$ cat config.mk
export PLATFORM = sky130hd
export DESIGN_NAME = slot_free_list_allocator_unit_flat
export DESIGN_NICKNAME = d
export VERILOG_FILES = /design/src/design/sfla_pkg.sv /design/src/design/sfla_req_if.sv /design/src/design/sfla_rsp_if.sv /design/src/design/sfla_dpath.sv /design/src/design/sfla_ctrl.sv /design/src/design/slot_free_list_allocator_unit.sv /design/src/flat_wrapper.sv
export VERILOG_INCLUDE_DIRS = /design/src /design/src/design
export SDC_FILE = /design/constraint.sdc
export NUM_CORES = 1
export LEC_CHECK = 0
export ABC_AREA = 1
export BUFFER_PORTS_ARGS = -buffer_cell sky130_fd_sc_hd__clkbuf_2
export CORE_UTILIZATION = 45
export DETAILED_ROUTE_END_ITERATION = 7
export HOLD_SLACK_MARGIN = 0.08
export PLACE_DENSITY = 0.7
export SYNTH_ARGS = -nofsm -noshare
export SYNTH_HDL_FRONTEND = slang
export SYNTH_SLANG_ARGS = --single-unit
export TNS_END_PERCENT = 100
$ cat constraint.sdc
create_clock -name clk -period 21.9 [get_ports clk]
set_input_delay 1.095 -clock clk [delete_from_list [all_inputs] [get_ports clk]]
set_output_delay 1.095 -clock clk [all_outputs]
set_load 0.03 [all_outputs]
$ cat src/design/slot_free_list_allocator_unit_assert.svh
// Assertion shorthands for the slot allocator; all sample on clk and skip reset.
`ifndef SLOT_FREE_LIST_ALLOCATOR_UNIT_ASSERT_SVH
`define SLOT_FREE_LIST_ALLOCATOR_UNIT_ASSERT_SVH

// Condition that holds at every edge.
`define SFLA_ASSERT_ALWAYS(lbl, expr) \
	lbl: assert property (@(posedge clk) disable iff (!arst_n) (expr)) \
		else $error("slot allocator check failed");

// Same-cycle implication.
`define SFLA_ASSERT_IMP(lbl, ante, cons) \
	lbl: assert property (@(posedge clk) disable iff (!arst_n) (ante) |-> (cons)) \
		else $error("slot allocator check failed");

// Next-cycle implication.
`define SFLA_ASSERT_NEXT(lbl, ante, cons) \
	lbl: assert property (@(posedge clk) disable iff (!arst_n) (ante) |=> (cons)) \
		else $error("slot allocator check failed");

`endif

$ cat src/design/sfla_pkg.sv
`timescale 1ns / 1ps

package sfla_pkg;

	localparam int NUM_SLOTS_DEF = 32;
	localparam int LIST_MAX      = 32;

	localparam int ID_W       = 6;
	localparam int REQ_W      = 3;
	localparam int SID_W      = 8;
	localparam int ST_W       = 3;
	localparam int ADDR_W     = 32;
	localparam int VER_W      = 32;
	localparam int SIZE_W     = 16;
	localparam int CFG_IDX_W  = 2;
	localparam int CFG_DATA_W = 32;
	localparam int CNT_W      = $clog2(LIST_MAX + 1);

	localparam logic [SIZE_W-1:0] SLOT_SIZE_RST  = SIZE_W'(64);
	localparam logic [ID_W-1:0]   SLOT_COUNT_RST = ID_W'(32);
	localparam logic [ADDR_W-1:0] BASE_ADDR_RST  = '0;

	typedef enum logic [REQ_W-1:0] {
		REQ_ALLOC  = 3'd0,
		REQ_FREE   = 3'd1,
		REQ_LOOKUP = 3'd2,
		REQ_LIST   = 3'd3,
		REQ_REINIT = 3'd4
	} req_kind_t;

	typedef enum logic [ST_W-1:0] {
		ST_OK      = 3'd0,
		ST_NOMEM   = 3'd1,
		ST_INVALID = 3'd2,
		ST_FREE    = 3'd3,
		ST_NONE    = 3'd4
	} status_t;

	typedef enum logic [CFG_IDX_W-1:0] {
		REG_SLOT_SIZE  = 2'd0,
		REG_SLOT_COUNT = 2'd1,
		REG_BASE_ADDR  = 2'd2
	} cfg_reg_t;

	// Controller to datapath.
	typedef struct packed {
		logic start;   // capture request, issue first table read
		logic exec;    // finish a single-entry request and load its result
		logic scan;    // process one listed entry
		logic finish;  // load the closing list result
	} cmd_t;

	// Datapath to controller.
	typedef struct packed {
		logic is_single;
		logic is_list;
		logic cnt_zero;
		logic out_free;
		logic scan_ok;
		logic scan_last;
	} sts_t;

endpackage

$ cat src/design/sfla_req_if.sv
`timescale 1ns / 1ps

interface sfla_req_if;
	import sfla_pkg::*;

	logic             valid;
	logic             ready;
	logic [REQ_W-1:0] req_type;
	logic [SID_W-1:0] slot_id;

	modport source (output valid, output req_type, output slot_id, input ready);
	modport sink (input valid, input req_type, input slot_id, output ready);

endinterface

$ cat src/design/sfla_rsp_if.sv
`timescale 1ns / 1ps

interface sfla_rsp_if;
	import sfla_pkg::*;

	logic              valid;
	logic              ready;
	logic [ST_W-1:0]   status;
	logic [ID_W-1:0]   slot_id_res;
	logic [ADDR_W-1:0] address;
	logic [VER_W-1:0]  version;
	logic              last;

	modport source (output valid, output status, output slot_id_res, output address,
		output version, output last, input ready);
	modport sink (input valid, input status, input slot_id_res, input address,
		input version, input last, output ready);

endinterface

$ cat src/design/sfla_dpath.sv
`timescale 1ns / 1ps

module sfla_dpath #(
	parameter int NUM_SLOTS = sfla_pkg::NUM_SLOTS_DEF
) (
	input  logic                            clk,
	input  logic                            arst_n,
	input  logic                            cfg_we,
	input  logic [sfla_pkg::CFG_IDX_W-1:0]  cfg_index,
	input  logic [sfla_pkg::CFG_DATA_W-1:0] cfg_wdata,
	input  logic [sfla_pkg::REQ_W-1:0]      req_type,
	input  logic [sfla_pkg::SID_W-1:0]      slot_id,
	input  sfla_pkg::cmd_t                  cmd,
	output sfla_pkg::sts_t                  sts,
	sfla_rsp_if.source                      rsp
);
	import sfla_pkg::*;

	localparam int TW = $clog2(NUM_SLOTS + 1);
	localparam int PW = SIZE_W + ID_W;
	localparam logic [ID_W-1:0] NSLOT = ID_W'(NUM_SLOTS);

	logic [SIZE_W-1:0] slot_size_q;
	logic [ID_W-1:0]   slot_count_q;
	logic [ADDR_W-1:0] base_q;

	logic [REQ_W-1:0]  req_q;
	logic [SID_W-1:0]  id_q;
	logic [ID_W-1:0]   head_q;
	logic [VER_W-1:0]  ver_q;

	// Slot link table; an entry never written since reset or reinit reads as index plus one.
	logic [ID_W-1:0]   mem [0:NUM_SLOTS];
	logic [NUM_SLOTS:0] vld_q;
	logic [ID_W-1:0]   rd_q;
	logic              rdv_q;
	logic [TW-1:0]     rda_q;

	logic [TW-1:0]     scan_q;
	logic [ID_W-1:0]   pend_q;
	logic              pend_v_q;
	logic [CNT_W-1:0]  lcnt_q;

	logic              out_v_q;
	logic [ST_W-1:0]   out_st_q;
	logic [ID_W-1:0]   out_id_q;
	logic [ADDR_W-1:0] out_addr_q;
	logic [VER_W-1:0]  out_ver_q;
	logic              out_last_q;

	logic [ID_W-1:0]   n;
	logic [ID_W-1:0]   rval;
	logic              head_ok, in_id_ok, id_ok, used, out_free;
	logic [CNT_W-1:0]  lcnt_nx;
	logic              rd_en;
	logic [TW-1:0]     rd_addr;
	logic              wr_en;
	logic [TW-1:0]     wr_addr;
	logic [ID_W-1:0]   wr_data;
	logic              head_we, clr_vld, ver_bump;
	logic [ID_W-1:0]   head_nx;
	logic              load;
	logic [ST_W-1:0]   ld_st;
	logic [ID_W-1:0]   ld_id;
	logic [ADDR_W-1:0] ld_addr;
	logic              ld_last;
	logic [ID_W-1:0]   mul_id;
	logic [PW-1:0]     prod;
	logic [ADDR_W-1:0] slot_addr;

	assign n        = (slot_count_q > NSLOT) ? NSLOT : slot_count_q;
	assign rval     = rdv_q ? rd_q : (ID_W'(rda_q) + ID_W'(1));
	assign head_ok  = (head_q != '0) && (head_q <= n);
	assign in_id_ok = (slot_id != '0) && (slot_id <= SID_W'(n));
	assign id_ok    = (id_q != '0) && (id_q <= SID_W'(n));
	assign used     = (rval == '0);
	assign out_free = !out_v_q || rsp.ready;
	assign lcnt_nx  = lcnt_q + CNT_W'(used);

	assign mul_id    = (req_q == REQ_ALLOC) ? head_q : id_q[ID_W-1:0];
	assign prod      = PW'(slot_size_q) * PW'(mul_id - ID_W'(1));
	assign slot_addr = base_q + ADDR_W'(prod);

	always_comb begin
		sts.is_single = (req_type == REQ_ALLOC) || (req_type == REQ_FREE) ||
			(req_type == REQ_LOOKUP) || (req_type == REQ_REINIT);
		sts.is_list   = (req_type == REQ_LIST);
		sts.cnt_zero  = (n == '0);
		sts.out_free  = out_free;
		sts.scan_ok   = !(used && pend_v_q) || out_free;
		sts.scan_last = (ID_W'(scan_q) == n) || (lcnt_nx == CNT_W'(LIST_MAX));
	end

	// Table read port
	always_comb begin
		rd_en   = 1'b0;
		rd_addr = '0;
		if (cmd.start) begin
			rd_en = 1'b1;
			case (req_type)
				REQ_ALLOC: rd_addr = head_ok ? head_q[TW-1:0] : '0;
				REQ_FREE, REQ_LOOKUP: rd_addr = in_id_ok ? slot_id[TW-1:0] : '0;
				REQ_LIST: rd_addr = TW'(1);
				default: rd_en = 1'b0;
			endcase
		end else if (cmd.scan && !sts.scan_last) begin
			rd_en   = 1'b1;
			rd_addr = scan_q + TW'(1);
		end
	end

	// Request execution and result selection
	always_comb begin
		wr_en    = 1'b0;
		wr_addr  = '0;
		wr_data  = '0;
		head_we  = 1'b0;
		head_nx  = head_q;
		clr_vld  = 1'b0;
		ver_bump = 1'b0;
		load     = 1'b0;
		ld_st    = ST_OK;
		ld_id    = '0;
		ld_addr  = '0;
		ld_last  = 1'b1;
		if (cmd.exec) begin
			load = 1'b1;
			case (req_q)
				REQ_ALLOC: begin
					if (head_ok) begin
						wr_en    = 1'b1;
						wr_addr  = head_q[TW-1:0];
						head_we  = 1'b1;
						head_nx  = rval;
						ver_bump = 1'b1;
						ld_id    = head_q;
						ld_addr  = slot_addr;
					end else begin
						ld_st = ST_NOMEM;
					end
				end
				REQ_FREE: begin
					if (!id_ok) begin
						ld_st = ST_INVALID;
					end else begin
						// a slot already on the list is left alone
						if (used) begin
							wr_en   = 1'b1;
							wr_addr = id_q[TW-1:0];
							wr_data = head_q;
							head_we = 1'b1;
							head_nx = id_q[ID_W-1:0];
						end
						ver_bump = 1'b1;
					end
				end
				REQ_LOOKUP: begin
					if (!id_ok) begin
						ld_st = ST_INVALID;
					end else if (!used) begin
						ld_st = ST_FREE;
					end else begin
						ld_addr = slot_addr;
					end
				end
				REQ_REINIT: begin
					clr_vld = 1'b1;
					head_we = 1'b1;
					head_nx = ID_W'(1);
				end
				default: load = 1'b0;
			endcase
		end else if (cmd.scan) begin
			// emit the held id once a later used slot proves it is not the final one
			if (used && pend_v_q) begin
				load    = 1'b1;
				ld_id   = pend_q;
				ld_last = 1'b0;
			end
		end else if (cmd.finish) begin
			load = 1'b1;
			if (pend_v_q) begin
				ld_id = pend_q;
			end else begin
				ld_st = ST_NONE;
			end
		end
	end

	always_ff @(posedge clk or negedge arst_n) begin
		if (!arst_n) begin
			slot_size_q  <= SLOT_SIZE_RST;
			slot_count_q <= SLOT_COUNT_RST;
			base_q       <= BASE_ADDR_RST;
		end else if (cfg_we) begin
			case (cfg_index)
				REG_SLOT_SIZE:  slot_size_q  <= cfg_wdata[SIZE_W-1:0];
				REG_SLOT_COUNT: slot_count_q <= cfg_wdata[ID_W-1:0];
				REG_BASE_ADDR:  base_q       <= cfg_wdata[ADDR_W-1:0];
				default: ;
			endcase
		end
	end

	always_ff @(posedge clk or negedge arst_n) begin
		if (!arst_n) begin
			head_q   <= ID_W'(1);
			ver_q    <= '0;
			vld_q    <= '0;
			scan_q   <= '0;
			pend_v_q <= 1'b0;
			lcnt_q   <= '0;
			out_v_q  <= 1'b0;
		end else begin
			if (head_we) head_q <= head_nx;
			if (ver_bump) ver_q <= ver_q + VER_W'(1);
			if (clr_vld) begin
				vld_q <= '0;
			end else if (wr_en) begin
				vld_q[wr_addr] <= 1'b1;
			end
			if (cmd.start) begin
				scan_q   <= TW'(1);
				pend_v_q <= 1'b0;
				lcnt_q   <= '0;
			end else if (cmd.scan) begin
				if (used) begin
					pend_v_q <= 1'b1;
					lcnt_q   <= lcnt_nx;
				end
				if (!sts.scan_last) scan_q <= scan_q + TW'(1);
			end
			if (load) begin
				out_v_q <= 1'b1;
			end else if (rsp.ready) begin
				out_v_q <= 1'b0;
			end
		end
	end

	always_ff @(posedge clk) begin
		if (wr_en) mem[wr_addr] <= wr_data;
		if (rd_en) begin
			rd_q  <= mem[rd_addr];
			rdv_q <= vld_q[rd_addr];
			rda_q <= rd_addr;
		end
		if (cmd.start) begin
			req_q <= req_type;
			id_q  <= slot_id;
		end
		if (cmd.scan && used) pend_q <= ID_W'(scan_q);
		if (load) begin
			out_st_q   <= ld_st;
			out_id_q   <= ld_id;
			out_addr_q <= ld_addr;
			out_ver_q  <= ver_q + VER_W'(ver_bump);
			out_last_q <= ld_last;
		end
	end

	assign rsp.valid       = out_v_q;
	assign rsp.status      = out_st_q;
	assign rsp.slot_id_res = out_id_q;
	assign rsp.address     = out_addr_q;
	assign rsp.version     = out_ver_q;
	assign rsp.last        = out_last_q;

endmodule

$ cat src/design/sfla_ctrl.sv
`timescale 1ns / 1ps

module sfla_ctrl (
	input  logic           clk,
	input  logic           arst_n,
	input  logic           in_valid,
	output logic           in_ready,
	input  sfla_pkg::sts_t sts,
	output sfla_pkg::cmd_t cmd
);
	import sfla_pkg::*;

	typedef enum logic [1:0] {
		S_IDLE,
		S_EXEC,
		S_SCAN,
		S_FINISH
	} state_t;

	state_t state_q;
	logic   ready_q;

	always_comb begin
		cmd.start  = ready_q && in_valid;
		cmd.exec   = (state_q == S_EXEC) && sts.out_free;
		cmd.scan   = (state_q == S_SCAN) && sts.scan_ok;
		cmd.finish = (state_q == S_FINISH) && sts.out_free;
	end

	always_ff @(posedge clk or negedge arst_n) begin
		if (!arst_n) begin
			state_q <= S_IDLE;
			ready_q <= 1'b1;
		end else begin
			case (state_q)
				S_IDLE: begin
					// unknown request types are dropped without leaving idle
					if (in_valid && sts.is_single) begin
						state_q <= S_EXEC;
						ready_q <= 1'b0;
					end else if (in_valid && sts.is_list) begin
						state_q <= sts.cnt_zero ? S_FINISH : S_SCAN;
						ready_q <= 1'b0;
					end
				end
				S_EXEC: begin
					if (sts.out_free) begin
						state_q <= S_IDLE;
						ready_q <= 1'b1;
					end
				end
				S_SCAN: begin
					if (sts.scan_ok && sts.scan_last) state_q <= S_FINISH;
				end
				S_FINISH: begin
					if (sts.out_free) begin
						state_q <= S_IDLE;
						ready_q <= 1'b1;
					end
				end
				default: begin
					state_q <= S_IDLE;
					ready_q <= 1'b1;
				end
			endcase
		end
	end

	assign in_ready = ready_q;

endmodule

$ cat src/design/slot_free_list_allocator_unit.sv
// Slot allocator over a linked free list of up to NUM_SLOTS slots. Alloc, free, lookup and
// reinit are each taken in an accept step that issues at most one read of the link table,
// then an exec step that, once the result register is free, writes at most one entry and
// loads the result; no new request is taken before that. A list request walks the table
// one entry per cycle while the result side does not stall. The link table resets through
// per-entry valid bits, so no clearing pass follows reset or reinit. Request types 5 to 7
// are accepted and dropped without a result.
`timescale 1ns / 1ps
`include "slot_free_list_allocator_unit_assert.svh"

module slot_free_list_allocator_unit #(
	parameter int NUM_SLOTS = sfla_pkg::NUM_SLOTS_DEF
) (
	input  logic                            clk,
	input  logic                            arst_n,
	sfla_req_if.sink                        req,
	sfla_rsp_if.source                      rsp,
	input  logic                            cfg_we,
	input  logic [sfla_pkg::CFG_IDX_W-1:0]  cfg_index,
	input  logic [sfla_pkg::CFG_DATA_W-1:0] cfg_wdata
);
	import sfla_pkg::*;

	cmd_t cmd;
	sts_t sts;
	logic ready;

	assign req.ready = ready;

	sfla_ctrl u_ctrl (
		.clk      (clk),
		.arst_n   (arst_n),
		.in_valid (req.valid),
		.in_ready (ready),
		.sts      (sts),
		.cmd      (cmd)
	);

	sfla_dpath #(
		.NUM_SLOTS (NUM_SLOTS)
	) u_dpath (
		.clk       (clk),
		.arst_n    (arst_n),
		.cfg_we    (cfg_we),
		.cfg_index (cfg_index),
		.cfg_wdata (cfg_wdata),
		.req_type  (req.req_type),
		.slot_id   (req.slot_id),
		.cmd       (cmd),
		.sts       (sts),
		.rsp       (rsp)
	);

	`SFLA_ASSERT_ALWAYS(a_cmd_onehot, $onehot0(cmd))
	`SFLA_ASSERT_IMP(a_load_when_free, cmd.exec || cmd.finish, sts.out_free)
	`SFLA_ASSERT_NEXT(a_single_busy, req.valid && req.ready && sts.is_single, !req.ready)
	`SFLA_ASSERT_NEXT(a_exec_result, cmd.exec, rsp.valid)

endmodule

$ cat src/flat_wrapper.sv
// flat-port wrapper written by rule: the top's interface ports become plain ports
module slot_free_list_allocator_unit_flat import sfla_pkg::*;
#(
	parameter int NUM_SLOTS = sfla_pkg::NUM_SLOTS_DEF
)
  (clk, arst_n, cfg_we, cfg_index, cfg_wdata, req_valid, req_req_type, req_slot_id, req_ready, rsp_valid, rsp_status, rsp_slot_id_res, rsp_address, rsp_version, rsp_last, rsp_ready);
  sfla_req_if req_i ();
  sfla_rsp_if rsp_i ();
  input  logic clk;
  input  logic arst_n;
  input  logic cfg_we;
  input  logic [sfla_pkg::CFG_IDX_W-1:0] cfg_index;
  input  logic [sfla_pkg::CFG_DATA_W-1:0] cfg_wdata;
  input wire logic [$bits(req_i.valid)-1:0] req_valid;
  input wire logic [$bits(req_i.req_type)-1:0] req_req_type;
  input wire logic [$bits(req_i.slot_id)-1:0] req_slot_id;
  output wire logic [$bits(req_i.ready)-1:0] req_ready;
  output wire logic [$bits(rsp_i.valid)-1:0] rsp_valid;
  output wire logic [$bits(rsp_i.status)-1:0] rsp_status;
  output wire logic [$bits(rsp_i.slot_id_res)-1:0] rsp_slot_id_res;
  output wire logic [$bits(rsp_i.address)-1:0] rsp_address;
  output wire logic [$bits(rsp_i.version)-1:0] rsp_version;
  output wire logic [$bits(rsp_i.last)-1:0] rsp_last;
  input wire logic [$bits(rsp_i.ready)-1:0] rsp_ready;
  assign req_i.valid = req_valid;
  assign req_i.req_type = req_req_type;
  assign req_i.slot_id = req_slot_id;
  assign req_ready = req_i.ready;
  assign rsp_valid = rsp_i.valid;
  assign rsp_status = rsp_i.status;
  assign rsp_slot_id_res = rsp_i.slot_id_res;
  assign rsp_address = rsp_i.address;
  assign rsp_version = rsp_i.version;
  assign rsp_last = rsp_i.last;
  assign rsp_i.ready = rsp_ready;
  slot_free_list_allocator_unit #(.NUM_SLOTS(NUM_SLOTS)) u_core (.clk(clk), .arst_n(arst_n), .req(req_i), .rsp(rsp_i), .cfg_we(cfg_we), .cfg_index(cfg_index), .cfg_wdata(cfg_wdata));
endmodule
==> impl_metrics.json <==
{
  "yosysUniqueCellTypes": 57,
  "nets": 3060,
  "layout-drive-gt1-share": 0.106,
  "fillers": 5045,
  "yosysSeqAreaShare": 0.497,
  "worst_pin_slew_ns": 1.27,
  "cts_buffer_depth": 3,
  "ys_ff_latch": 444,
  "holdBufCountCts": 0,
  "path_max_fanout": 14,
  "dieArea_sq_um": 57400,
  "root_buffer": "clkbuf_16",
  "dpl.hpwl_mm": 45.4,
  "gr-total-overflow": 0,
  "htreeDepth": 2,
  "worst_skew_pair.late_latency_ns": 0.63,
  "fin_crit_sh": 0.419,
  "cp-end-kind": "flop",
  "port_buffers": 125,
  "ant_nets": 0,
  "cts_sinks": 444,
  "min_path_type": "flop to flop",
  "hold_viol": 0,
  "slowest_stage": "fa_1",
  "maxCapViolCount": 0,
  "cts-buffers-inserted": 48,
  "path_delay_family": "adder cells",
  "areaGrowthSynthToFinish_pct": 11.6,
  "grt_max_degree": 111,
  "rsz0062_at_grt": "no",
  "synth_flop_cell": "edfxtp_1",
  "grt_pass1_wl_mm": 104,
  "max_slew_margin": 0.156,
  "cts-resized-gates": 0,
  "via_per_inst": 5.32,
  "wl_per_cell_um": 17.9,
  "worst-path-buf-inv": 7,
  "die_w_um": 240,
  "postCtsSetupBuffers": 0,
  "grt_pass1_vias": 19215,
  "async_flop_share": 0.320,
  "run_status": "complete, no violations",
  "drt_iter0_drc": 1610,
  "setup_viol": 0,
  "worst_path_largest_cell_delay_ns": 0.54,
  "synth-edff-count": 302,
  "fmaxAchievable_mhz": 109,
  "ir_drop_v": 0.000145,
  "syn_avg_cell_area_sq_um": 9.32,
  "p_per_area_nw_per_um2": 140,
  "fin_skew_ns": 0.0376,
  "start_util": 0.458,
  "core_sq_um": 55400,
  "fin_crit_ns": 9.17,
  "die_y_um": 240,
  "wirelength_mm": 64.8,
  "setup_tns_ns": 0,
  "drv_slew": 0,
  "track_usage": 0.230,
  "clkTransAtPathRegs_ns": 0.06,
  "gp_congestion": 0.922,
  "synth_cells": 2725,
  "num_vias": 19284,
  "fin_util": 0.511,
  "dr.pass1.iters": 6,
  "antenna_found_initial": 1,
  "post-route-drc-count": 0,
  "crit_path_frequent_cell": "nand2_1",
  "netlist_area_sq_um": 25400,
  "rows": 86,
  "synth_warnings": 0,
  "cp-start-kind": "flop",
  "ioPinCount": 126,
  "cts_tree": "done",
  "cp.required_ns": 22.25,
  "cp_data_arrival_time_ns": 9.52,
  "crit_type": "flop to flop",
  "p_leak_nw": 12.8
}
area by class of cell:
cell class	count	area, sq um	share of cell area
antenna	1	2.50	0.0000883
clock buffer	65	1280	0.0454
clock inverter	25	297	0.0105
inverter	467	1760	0.0621
multi-input combinational	1736	10700	0.377
sequential	444	12600	0.446
tap	748	936	0.0330
timing repair buffer	139	737	0.0260
per-layer routing:
| layer | part of all wire | track usage | wire length (um) |
|---|---|---|---|
| met1 | 0.43 | 0.306 | 27900 |
| met5 | 0 | 0 | 0 |
| met3 | 0.057 | 0.0328 | 3720 |
| met4 | 0.036 | 0.0862 | 2330 |
| met2 | 0.48 | 0.382 | 30900 |
stage by stage:
stage	power (mW)	setup slack [ns]	instance area, sq um	std cells	hold WS (ns)
after floorplan	2.64	14.13	25400	2730	0.453
after global placement	3.12	13.28	26700	3534	0.470
after detailed placement	3.15	12.87	26700	3534	0.477
after CTS	3.99	12.85	28300	3624	0.491
after global routing	4.28	11.94	28300	3624	0.502
final	3.98	12.73	28300	3625	0.488
placed cells by master (no fill, tap or decap), types with 6 or more instances in the layout:
cell and instances:
o21ai_0 110, nor4_1 10, nand3b_1 73, nand3_1 321
dfrtp_1 138, buf_4 14, clkbuf_2 124, ha_1 103
nand2_2 9, a21oi_1 115, clkbuf_1 15, nor2_1 247
inv_2 17, edfxtp_1 302, inv_1 447, o21a_1 10
nand4_1 21, nand2_1 414, conb_1 6, fa_1 71
nor3_2 6, o22ai_1 8, nor3_1 20, xor2_1 74
clkbuf_16 48, mux2_2 10, clkinv_1 7, clkinv_2 9
xnor2_1 25, nor2_2 22
synth_stat cells, types with 4 or more instances:
library cell,n,share of area
inv_1,447,0.066
nand2_1,416,0.061
nand3_1,322,0.063
edfxtp_1,302,0.36
nor2_1,249,0.037
dfrtp_1,138,0.14
a21oi_1,116,0.023
o21ai_0,111,0.022
ha_1,103,0.051
xor2_1,74,0.026
nand3b_1,73,0.022
fa_1,71,0.056
buf_2,32,0.0063
clkbuf_1,32,0.0047
nor3_1,25,0.0049
xnor2_1,25,0.0086
nand4_1,21,0.0052
nor2_2,21,0.0052
inv_2,17,0.0025
buf_4,11,0.0033
mux2_2,10,0.0044
nor4_1,10,0.0025
o21a_1,10,0.0030
nand2_2,9,0.0022
o22ai_1,8,0.0020
a31oi_1,5,0.0012
buf_1,5,0.00074
o21bai_1,5,0.0015
a211oi_1,4,0.0012
dfstp_2,4,0.0041
o211ai_1,4,0.0012
or2_2,4,0.00099
kinds of logic after synthesis:
group           after synthesis  synth area share
mux                          10           0.00443
other cells                   1          0.000148
simple gates               1163             0.210
buf+inv                     550            0.0856
xor+xnor                     99            0.0341
compound gates              284            0.0621
fa+ha+maj                   174             0.107
flops                       444             0.497
worst reg2reg max path, delay by kind of cell (launching register included):
kind | cells | cell delay [ns]
adder cells (fa/ha/maj) | 7 | 2.97
AO/OA/AOI/OAI | 13 | 2.52
AND/OR/NAND/NOR | 14 | 2.13
buffers and inverters | 7 | 0.73
flip-flops | 1 | 0.44
XOR/XNOR | 1 | 0.12
flip-flops by register name, indices dropped and copies added (netlist names), 2 cells and up:
signal / flops
u_core.u_dpath.rsp.slot_id_res: 6
u_core.u_dpath.scan_q: 6
u_core.u_ctrl.state_q: 2
u_core.u_dpath.head_q: 6
u_core.u_dpath.req_q: 3
u_core.u_dpath.ver_q: 32
u_core.u_dpath.base_q: 32
u_core.u_dpath.lcnt_q: 6
u_core.u_dpath.rd_q: 6
u_core.u_dpath.rsp.version: 32
u_core.u_dpath.rsp.address: 32
u_core.u_dpath.id_q: 8
u_core.u_dpath.mem: 198
u_core.u_dpath.rsp.status: 3
u_core.u_dpath.vld_q: 33
u_core.u_dpath.rda_q: 6
u_core.u_dpath.slot_size_q: 16
u_core.u_dpath.slot_count_q: 6
u_core.u_dpath.pend_q: 6
worst paths after layout:
path / start / end / slack (ns) / cells after the start
worst max-delay path: u_core.u_dpath.req_q[1] / u_core.u_dpath.rsp.address[29] / 12.73 / 42
worst min register to register: u_core.u_dpath.ver_q[31] / u_core.u_dpath.ver_q[31] / 0.49 / 1
worst max register to register: u_core.u_dpath.req_q[1] / u_core.u_dpath.rsp.address[29] / 12.73 / 42
min in group asynchronous: arst_n / u_core.u_dpath.base_q[27] / 0.55 / 1
worst min-delay path: u_core.u_dpath.ver_q[31] / u_core.u_dpath.ver_q[31] / 0.49 / 1
max in group asynchronous: arst_n / u_core.u_dpath.ver_q[13] / 20.04 / 2
report_power, final:
group	switching [mW]	internal, mW	total [mW]
combinational	1.38	0.685	2.07
sequential	0.0724	1.02	1.09
clock	0.352	0.465	0.818
No activity file was read; power rests on OpenSTA's default activity.
